**src/rtl/scta_pkg.sv**
```systemverilog
// Shared types, key constants and the three key lookup tables of the scancode translator.
package scta_pkg;

    localparam int NumKeys = 100;

    // Flag positions in the modifier vector
    localparam int FlagRsh = 0;
    localparam int FlagLsh = 1;
    localparam int FlagCtl = 2;
    localparam int FlagAlt = 3;
    localparam int FlagCap = 4;
    localparam int FlagWidth = 5;

    // Key indexes (key number minus one) of the modifier keys
    localparam logic [6:0] KEY_LSHIFT = 7'(8'h2a - 8'd1);
    localparam logic [6:0] KEY_RSHIFT = 7'(8'h36 - 8'd1);
    localparam logic [6:0] KEY_CTRL   = 7'(8'h1d - 8'd1);
    localparam logic [6:0] KEY_ALT    = 7'(8'h38 - 8'd1);
    localparam logic [6:0] KEY_CAPS   = 7'(8'h3a - 8'd1);

    localparam logic [7:0] CHAR_DEAD  = 8'hff;
    localparam logic [7:0] CHAR_SPARE = 8'hfe;
    localparam logic [7:0] CTRL_MASK  = 8'h1f;
    localparam logic [7:0] RELEASE_BIT_MASK = 8'h80;
    localparam logic [7:0] KEY_MASK   = 8'h7f;

    // Key classes
    localparam logic [7:0] C0 = 8'h00;
    localparam logic [7:0] CS = 8'h03;
    localparam logic [7:0] CC = 8'h07;
    localparam logic [7:0] CL = 8'h17;
    localparam logic [7:0] CK = 8'h63;
    localparam logic [7:0] CM = 8'h80;

    typedef logic [FlagWidth-1:0] flags_t;

    // Modifier update request, from the translator to the flag register
    typedef struct packed {
        logic   is_mod;
        logic   release_key;
        logic   toggle;
        flags_t sel;
    } mod_evt_t;

    localparam logic [7:0] LOW_ROM [0:NumKeys-1] = '{
        8'h1b,8'h31,8'h32,8'h33,8'h34,8'h35,8'h36,
        8'h37,8'h38,8'h39,8'h30,8'h2d,8'h3d,8'h08,8'h09,
        8'h71,8'h77,8'h65,8'h72,8'h74,8'h79,8'h75,8'h69,
        8'h6f,8'h70,8'h5b,8'h5d,8'h0d,8'hff,8'h61,8'h73,
        8'h64,8'h66,8'h67,8'h68,8'h6a,8'h6b,8'h6c,8'h3b,
        8'h27,8'h60,8'hff,8'h5c,8'h7a,8'h78,8'h63,8'h76,
        8'h62,8'h6e,8'h6d,8'h2c,8'h2e,8'h2f,8'hff,8'hfe,
        8'hff,8'h20,8'hff,8'h81,8'h82,8'h83,8'h84,8'h85,
        8'h86,8'h87,8'h88,8'h89,8'h8a,8'hfe,8'hfe,8'h01,
        8'h10,8'h1a,8'h2d,8'h02,8'hfe,8'h06,8'h2b,8'h05,
        8'h0e,8'h16,8'hfe,8'h7f,8'h8b,8'h7f,8'hfe,8'hfe,
        8'hfe,8'hfe,8'h8c,8'h8d,8'h8e,8'h8f,8'h0d,8'h8b,
        8'hfe,8'hfe,8'hfe,8'hff,8'hff
    };

    localparam logic [7:0] UP_ROM [0:NumKeys-1] = '{
        8'h1b,8'h21,8'h40,8'h23,8'h24,8'h25,8'h5e,
        8'h26,8'h2a,8'h28,8'h29,8'h5f,8'h2b,8'h08,8'h09,
        8'h51,8'h57,8'h45,8'h52,8'h54,8'h59,8'h55,8'h49,
        8'h4f,8'h50,8'h7b,8'h7d,8'h0d,8'hff,8'h41,8'h53,
        8'h44,8'h46,8'h47,8'h48,8'h4a,8'h4b,8'h4c,8'h3a,
        8'h22,8'h7e,8'hff,8'h7c,8'h5a,8'h58,8'h43,8'h56,
        8'h42,8'h4e,8'h4d,8'h3c,8'h3e,8'h3f,8'hff,8'hfe,
        8'hff,8'h20,8'hff,8'h81,8'h82,8'h83,8'h84,8'h85,
        8'h86,8'h87,8'h88,8'h89,8'h8a,8'hfe,8'hfe,8'h01,
        8'h10,8'h1a,8'h2d,8'h02,8'hfe,8'h06,8'h2b,8'h05,
        8'h0e,8'h16,8'hfe,8'h7f,8'h8b,8'h7f,8'hfe,8'hfe,
        8'hfe,8'hfe,8'h8c,8'h8d,8'h8e,8'h8f,8'h0d,8'h8b,
        8'hfe,8'hfe,8'hfe,8'hff,8'hff
    };

    localparam logic [7:0] CLASS_ROM [0:NumKeys-1] = '{
        C0,CS,CC,CS,CS,CS,CC,
        CS,CS,CS,CS,CC,CS,C0,C0,
        CL,CL,CL,CL,CL,CL,CL,CL,
        CL,CL,CC,CC,C0,CM,CL,CL,
        CL,CL,CL,CL,CL,CL,CL,CS,
        CS,CC,CM,CC,CL,CL,CL,CL,
        CL,CL,CL,CS,CS,CS,CM,C0,
        CM,CC,CM,C0,C0,C0,C0,C0,
        C0,C0,C0,C0,C0,C0,CK,CK,
        CK,CK,C0,CK,CK,CK,C0,CK,
        CK,CK,CK,CK,C0,C0,C0,C0,
        C0,C0,C0,C0,C0,C0,C0,C0,
        C0,C0,C0,CL,CL
    };

endpackage

```
**src/rtl/scta_translate.sv**
```systemverilog
// Table lookup and character selection for one registered scancode.
module scta_translate
    import scta_pkg::*;
(
    input  logic [7:0] scancode,
    input  flags_t     flags,
    output logic [7:0] char_code,
    output logic       char_valid,
    output mod_evt_t   mod_evt
);

    logic [6:0] key;
    logic [6:0] idx;
    logic       in_range;
    logic       release_key;
    logic [7:0] cls;
    logic [7:0] low_code;
    logic [7:0] up_code;
    flags_t     sel;
    logic       shifted;
    logic       alt_case;
    logic       ctrl_ok;
    logic [7:0] ch;

    assign key         = 7'(scancode & KEY_MASK);
    assign release_key = |(scancode & RELEASE_BIT_MASK);
    assign in_range    = (key != 7'd0) && (key <= 7'(NumKeys));
    // park the index at zero for keys off the table
    assign idx         = in_range ? (key - 7'd1) : 7'd0;

    assign cls      = CLASS_ROM[idx];
    assign low_code = LOW_ROM[idx];
    assign up_code  = UP_ROM[idx];

    assign sel      = cls[FlagWidth-1:0] & flags;
    assign shifted  = flags[FlagRsh] | flags[FlagLsh];
    assign alt_case = sel[FlagCap];
    assign ctrl_ok  = (cls == CC) || (cls == CL);

    always_comb
    begin
        if (flags[FlagCtl])
        begin
            ch = up_code & CTRL_MASK;
        end
        else if (sel != '0)
        begin
            if (shifted)
            begin
                ch = alt_case ? low_code : up_code;
            end
            else
            begin
                ch = alt_case ? up_code : low_code;
            end
        end
        else
        begin
            ch = low_code;
        end
    end

    assign char_code  = ch;
    assign char_valid = in_range && !cls[7] && !release_key
                        && (!flags[FlagCtl] || ctrl_ok)
                        && (ch != CHAR_DEAD) && (ch != CHAR_SPARE);

    always_comb
    begin
        mod_evt             = '0;
        mod_evt.is_mod      = in_range && cls[7];
        mod_evt.release_key = release_key;
        unique case (idx)
            KEY_RSHIFT: mod_evt.sel[FlagRsh] = 1'b1;
            KEY_LSHIFT: mod_evt.sel[FlagLsh] = 1'b1;
            KEY_CTRL:   mod_evt.sel[FlagCtl] = 1'b1;
            KEY_ALT:    mod_evt.sel[FlagAlt] = 1'b1;
            KEY_CAPS:
            begin
                mod_evt.sel[FlagCap] = 1'b1;
                mod_evt.toggle       = 1'b1;
            end
            default:    mod_evt.sel = '0;
        endcase
    end

endmodule

```
**src/rtl/scta_modifiers.sv**
```systemverilog
// Modifier flag register: shift, ctrl and alt follow press and release, caps toggles.
module scta_modifiers
    import scta_pkg::*;
(
    input  logic     clk,
    input  logic     rst_n,
    input  logic     advance,
    input  mod_evt_t mod_evt,
    output flags_t   flags
);

    flags_t flags_reg;
    flags_t flags_next;

    always_comb
    begin
        flags_next = flags_reg;
        if (advance && mod_evt.is_mod)
        begin
            if (mod_evt.toggle)
            begin
                // caps release does nothing
                if (!mod_evt.release_key)
                begin
                    flags_next = flags_reg ^ mod_evt.sel;
                end
            end
            else if (mod_evt.release_key)
            begin
                flags_next = flags_reg & ~mod_evt.sel;
            end
            else
            begin
                flags_next = flags_reg | mod_evt.sel;
            end
        end
    end

    always_ff @(posedge clk or negedge rst_n)
    begin
        if (!rst_n)
        begin
            flags_reg <= '0;
        end
        else
        begin
            flags_reg <= flags_next;
        end
    end

    assign flags = flags_reg;

endmodule

```
**src/rtl/scancode_to_ascii_translator_top.sv**
```systemverilog
// Top level of the keyboard scancode to character translator.
//
// Input stream: one raw scancode byte per transfer on s_tdata; bit 7 set
// marks a key release. Output stream: one character byte per transfer on
// m_tdata, either ASCII or a function-key code 0x81..0x8f.
// A scancode gives at most one character. Releases, modifier keys (shift,
// ctrl, alt, caps lock), unknown keys and dead table entries give none; the
// modifier keys only update the internal modifier flags.
// Each scancode is captured in an input register, translated by the table
// lookup logic, which is combinational, and written to the output register,
// from which its character is shown on m_tdata with m_tvalid set.
// The lookup tables are constant logic. One scancode is taken every cycle
// until the receiver stalls: the output register then holds its character
// and the input register keeps accepting until it too holds a waiting
// scancode; then s_tready falls until m_tready returns.
// Reset empties both registers and releases all modifiers, caps lock off.
module scancode_to_ascii_translator_top
    import scta_pkg::*;
(
    input  logic       clk,
    input  logic       rst_n,
    input  logic       s_tvalid,
    output logic       s_tready,
    input  logic [7:0] s_tdata,   // [7:0] scancode
    output logic       m_tvalid,
    input  logic       m_tready,
    output logic [7:0] m_tdata    // [7:0] char_code
);

    logic       in_valid_reg;
    logic       in_valid_next;
    logic [7:0] in_code_reg;
    logic       out_valid_reg;
    logic       out_valid_next;
    logic [7:0] out_char_reg;
    logic       advance;
    logic [7:0] char_code;
    logic       char_valid;
    mod_evt_t   mod_evt;
    flags_t     flags;

    // move the held scancode on when the output slot is free or being taken
    assign advance  = !out_valid_reg || m_tready;
    assign s_tready = !in_valid_reg || advance;

    scta_translate u_translate (
        .scancode   (in_code_reg),
        .flags      (flags),
        .char_code  (char_code),
        .char_valid (char_valid),
        .mod_evt    (mod_evt)
    );

    scta_modifiers u_modifiers (
        .clk     (clk),
        .rst_n   (rst_n),
        .advance (advance && in_valid_reg),
        .mod_evt (mod_evt),
        .flags   (flags)
    );

    always_comb
    begin
        in_valid_next  = in_valid_reg;
        out_valid_next = out_valid_reg;
        if (s_tready)
        begin
            in_valid_next = s_tvalid;
        end
        if (advance)
        begin
            out_valid_next = in_valid_reg && char_valid;
        end
    end

    always_ff @(posedge clk or negedge rst_n)
    begin
        if (!rst_n)
        begin
            in_valid_reg  <= 1'b0;
            out_valid_reg <= 1'b0;
        end
        else
        begin
            in_valid_reg  <= in_valid_next;
            out_valid_reg <= out_valid_next;
        end
    end

    always_ff @(posedge clk)
    begin
        if (s_tready && s_tvalid)
        begin
            in_code_reg <= s_tdata;
        end
        if (advance && in_valid_reg && char_valid)
        begin
            out_char_reg <= char_code;
        end
    end

    assign m_tvalid = out_valid_reg;
    assign m_tdata  = out_char_reg;

endmodule
```
**config.mk**
```make
export PLATFORM = sky130hd
export DESIGN_NAME = scancode_to_ascii_translator_top
export DESIGN_NICKNAME = d
export VERILOG_FILES = /design/src/rtl/scta_pkg.sv /design/src/rtl/scta_translate.sv /design/src/rtl/scta_modifiers.sv /design/src/rtl/scancode_to_ascii_translator_top.sv
export SDC_FILE = /design/constraint.sdc
export NUM_CORES = 1
export LEC_CHECK = 0
export ABC_CLOCK_PERIOD_IN_PS = 11310
export BUFFER_PORTS_ARGS = -buffer_cell sky130_fd_sc_hd__buf_2
export CELL_PAD_IN_SITES_DETAIL_PLACEMENT = 2
export CELL_PAD_IN_SITES_GLOBAL_PLACEMENT = 2
export CORE_MARGIN = 2
export CORE_UTILIZATION = 39
export CTS_CLUSTER_DIAMETER = 60
export DETAILED_ROUTE_END_ITERATION = 8
export GPL_ROUTABILITY_DRIVEN = 0
export PLACE_DENSITY_LB_ADDON = 0.2
export SYNTH_ARGS = -nofsm -noshare
export SYNTH_HDL_FRONTEND = slang
export SYNTH_HIERARCHICAL = 1
export SYNTH_SLANG_ARGS = --single-unit
```
**constraint.sdc**
```tcl
create_clock -name clk -period 11.31 [get_ports clk]
set_input_delay 2.262 -clock clk [delete_from_list [all_inputs] [get_ports clk]]
set_output_delay 2.262 -clock clk [all_outputs]
set_load 0.02 [all_outputs]
```
==> impl_metrics.ini, run 1 <==
[place]
port_buffers = 21
dpl.hpwl_um = 11900

[timing]
hold_violations = 0
tightest_slew_ns = 1.11
fin_crit_sh = 0.626
fmax_mhz = 141
clock-skew-final_ns = 0.00257
min_period_ns = 7.08
rsz0062_at_grt = no
tns_ns = 0
max-slew-margin-rel = 0.252
setup_viol = 0
drv_slew = 0

[detailed_routing]
drt_iter0_drc = 446
postRouteAntennaNets = 0
drt_first_pass_iters = 5
drc = 0
routed_wl_um = 16400
vias_per_cell = 7.35
post_drt_wl_per_cell_um = 29.6
vias = 4072

[grt]
grt_usage = 0.374
grt_overflow = 0
grt_pass1_vias = 4244
grt_first_pass_wirelength_um = 25200
antenna_found_initial = 0
grt_max_degree = 25

[setup_path]
worstPathCellList = inv_1 -> ha_1 -> nor2b_1 -> o311ai_4 -> nand2_1 -> nor2_1 -> ha_1 -> clkinv_1 -> o21ai_0 -> a311oi_1 -> a211oi_1 -> o2111ai_4 -> nand4_1 -> nand2_1 -> o31ai_1 -> a211oi_1 -> a31oi_1 -> nand2_1 -> nor2b_1
worstSetupStartpointType = flop
worst_path_most_repeated_cell = nand2_1
critPathMaxFanout = 22
critPathBufInv = 2
crit_type = flop to flop
slowest_delay_ns = 0.74
cp_top_family = compound AO/OA/AOI/OAI gates
arrival_ns = 7.00
critPathRequiredTime_ns = 11.23
endpoint_kind = flop
critPathSlowestCell = edfxtp_1

[run]
cap_violations = 0

[run_status]
status = finished, final reports clean

[final_layout]
n_antenna_cell = 0
fillers = 974
final_layout_size_suffix_gt1_frac = 0.125
area_growth_pct = 6.18
nets = 471
utilization = 0.426

[synth]
ys_warn_count = 6
synth_cells = 454
synth_area_per_cell_sq_um = 7.22
syn_nets = 475
syn-cell-area_sq_um = 3280

[clock_network]
cts_tree = built
ctsLongestPathBuffers = 2
h-tree-depth = 1
clk_latency_ns = 0.28
cts_buffers = 3
cts_resized = 0
cts_hold_buf = 0
cts_root_buf = clkbuf_8
cts_setup_buffers = 0
cts_sinks = 22
path_clk_slew_ns = 0.09

[die]
io_pins = 22
die_w_um = 95.7
die_h_um = 95.7
coreArea_sq_um = 8180
start_util = 0.401
row_count = 33
design.die.area_sq_um = 9150

[pwr]
p_per_area_nw_per_um2 = 118
leakage_nw = 1.28
ir_worst_vdd_uv = 58.8

[worst_hold_path]
hold_path_class = flop to flop
final cells by class:
| cell class | count | area, sq um | area share |
|---|---|---|---|
| Timing Repair Buffer | 29 | 165 | 0.0474 |
| Tap cell | 105 | 131 | 0.0377 |
| Clock buffer | 3 | 41.3 | 0.0119 |
| Clock inverter | 1 | 30.0 | 0.00863 |
| Sequential cell | 22 | 631 | 0.181 |
| Inverter | 10 | 37.5 | 0.0108 |
| Multi-Input combinational cell | 384 | 2440 | 0.702 |
metal layers:
metal | GRT usage | up-vias | routed length (um)
met4 | 0.208 | 0 | 992
met2 | 0.589 | 264 | 7430
li1 | - | 1725 | -
met3 | 0.0783 | 85 | 1540
met5 | 0 | - | 0
met1 | 0.474 | 1998 | 6420
cell usage in the layout, fill, tap and decap left out, types with 9 or more instances in the layout:
| cell type | n |
|---|---|
| o211ai_1 | 10 |
| nand3_1 | 21 |
| nor2_1 | 39 |
| buf_2 | 21 |
| o22ai_1 | 10 |
| o21ai_0 | 34 |
| a21oi_1 | 42 |
| nor3_1 | 15 |
| edfxtp_1 | 16 |
| ha_1 | 9 |
| inv_1 | 9 |
| nand2_1 | 62 |
final timing paths:
check | from | to | slack, ns | cells past startpoint
setup / recovery | in_code_reg[0] | m_tdata[1] | 4.23 | 19
hold / removal | flop | flop | 0.54 | 2
setup reg to reg | in_code_reg[0] | m_tdata[1] | 4.23 | 19
hold reg to reg | flop | flop | 0.54 | 2
max in group asynchronous | rst_n | async pin | 9.38 | 1
min in group asynchronous | rst_n | async pin | 1.79 | 1
power breakdown:
group / switching (W) / internal, W / total, W
Sequential: 0.00000946 / 0.0000949 / 0.000104
Clock: 0.0000302 / 0.0000474 / 0.0000776
Combinational: 0.000161 / 0.0000671 / 0.000228
per-stage QoR:
step           hold WS, ns  area (sq um)  total power (W)  std cells  setup slack, ns
5_1_grt              0.597          3480         0.000425        554             3.97
4_1_cts              0.549          3480         0.000401        554             4.40
6_report             0.542          3480         0.000410        554             4.23
3_5_place_dp         0.529          3410         0.000321        550             4.46
2_1_floorplan        0.488          3280         0.000247        454             6.24
3_3_place_gp         0.516          3410         0.000314        550             5.15
worst min-delay path: stages (launching register included):
cell     delay [ns]
dfrtp_1        0.37
o21ai_0        0.09
nand2_1        0.06
No activity file was read; power rests on OpenSTA's default activity.
==> run 2: changes to the inputs <==
- ABC_CLOCK_PERIOD_IN_PS: 11310 -> 6450
- CORE_UTILIZATION: 39 -> 33
- clock period: 11.31 -> 6.45 ns (I/O delays scaled with it)
==> impl_metrics.ini, run 2 (same netlist as run 1, synthesis figures left out) <==
[run_status]
status = finished, final reports clean

[grt]
grt_max_degree = 25
grt_pass1_vias = 4128
antenna_found_initial = 0
grt_overflow = 0
grt_first_pass_wirelength_um = 25000
grt_usage = 0.300

[detailed_routing]
drt_iter0_drc = 388
drc = 0
drt_first_pass_iters = 5
routed_wl_um = 16500
postRouteAntennaNets = 0
vias = 4076
vias_per_cell = 6.93
post_drt_wl_per_cell_um = 28.0

[setup_path]
worstSetupStartpointType = flop
slowest_delay_ns = 0.82
critPathBufInv = 1
critPathSlowestCell = edfxtp_1
critPathRequiredTime_ns = 6.38
reg2reg_slack_ns = 0.52
arrival_ns = 5.85
cp_top_family = simple AND/OR/NAND/NOR gates
crit_start = in_code_reg[3]
reg2reg_from = in_code_reg[3]
worstPathCellList = nor3_2 -> nand3_1 -> nand2_1 -> nor2_1 -> ha_1 -> clkinv_1 -> o21ai_0 -> a311oi_1 -> a211oi_1 -> o2111ai_4 -> xnor2_1 -> o31ai_4 -> and3_1 -> o31a_1 -> a31oi_1 -> nand2_1 -> nor2b_1
worst_r2r_path_depth = 17
endpoint_kind = flop
worst_path_most_repeated_cell = nand2_1
critical_path_cell_count = 17
rr_endpoint = m_tdata[3]
crit_type = flop to flop
critPathMaxFanout = 17

[final_layout]
n_antenna_cell = 0
final_common_cell = nand2_1
layout_common_cells = nand2_1, a21oi_1, nor2_1, o21ai_0
fillers = 1201
stdcell_count = 588
nets = 477
final_layout_size_suffix_gt1_frac = 0.136
area_growth_pct = 8.63

[timing]
clock-skew-final_ns = 0.00758
hold_violations = 0
fin_crit_sh = 0.919
drv_slew = 0
tns_ns = 0
setup_viol = 0
worst_slack_ns = 0.525
rsz0062_at_grt = no
min_period_ns = 5.93
tightest_slew_ns = 1.14
fmax_mhz = 169
max-slew-margin-rel = 0.235

[worst_hold_path]
worstHoldPathCells = 2
hold_path_class = flop to flop

[clock_network]
cts_resized = 0
cts_setup_buffers = 0
h-tree-depth = 1
cts_root_buf = clkbuf_8
cts_buffers = 3
cts_tree = built
cts_sinks = 22
cts_hold_buf = 0
path_clk_slew_ns = 0.10
clk_latency_ns = 0.28
ctsLongestPathBuffers = 2

[pwr]
p_per_area_nw_per_um2 = 205
leakage_nw = 1.31
ir_worst_vdd_uv = 82.8

[place]
place_inst = 584
dpl.hpwl_um = 12100
port_buffers = 21
dpl_worst_slack_ns = 0.600

[die]
die_h_um = 104
start_util = 0.337
io_pins = 22
design.die.area_sq_um = 10700
die_w_um = 104
row_count = 36
coreArea_sq_um = 9730

[run]
cap_violations = 0
==> run 2: cell count changes in the layout (fill, tap and decap cells not counted) <==
cell / before / now
buf_4: 8 / 14
==> run 2: power breakdown <==
group / total [W] / internal, W / switching [W]
clock network: 0.000139 / 0.0000832 / 0.0000561
logic: 0.000410 / 0.000122 / 0.000288
registers: 0.000180 / 0.000166 / 0.0000134
total: 0.000729 / 0.000371 / 0.000357
==> run 2: per-layer routing <==
layer,track usage,vias up,share of wire
met1,0.403,2007,0.42
li1,-,1740,-
met2,0.461,257,0.43
met3,0.0422,72,0.087
met5,0,-,0
met4,0.168,0,0.059
==> run 2: tightest hold or removal path, delay by kind of cell, from the launching register on <==
| kind | cells | cell delay [ns] |
|---|---|---|
| AO/OA/AOI/OAI | 1 | 0.09 |
| flip-flops | 1 | 0.38 |
| AND/OR/NAND/NOR | 1 | 0.06 |
==> run 2: how the worst max path moves through the flow <==
stage	endpoint	slack, ns
detailed placement	m_tdata[3]	0.60
global route	m_tdata[3]	0.02
CTS	m_tdata[6]	0.54
finish	m_tdata[3]	0.52
global placement	m_tdata[6]	1.00
floorplan	m_tdata[0]	1.38
==> run 2: layout make-up <==
type / count / area, sq um / share of cell area
clock buffer: 3 / 41.3 / 0.0116
clock inverter: 1 / 30.0 / 0.00843
inverter: 10 / 37.5 / 0.0105
multi-input combinational: 384 / 2440 / 0.687
sequential: 22 / 631 / 0.177
tap: 133 / 166 / 0.0467
timing repair buffer: 35 / 210 / 0.0590
==> run 2: per-stage QoR <==
stage | total power (W) | cell area, sq um | hold slack (ns) | util
global route | 0.000758 | 3560 | 0.584 | 0.366
finish | 0.000729 | 3560 | 0.557 | 0.366
detailed placement | 0.000573 | 3490 | 0.527 | 0.359
global placement | 0.000566 | 3490 | 0.513 | 0.359
floorplan | 0.000433 | 3280 | 0.488 | -
CTS | 0.000716 | 3560 | 0.554 | 0.366
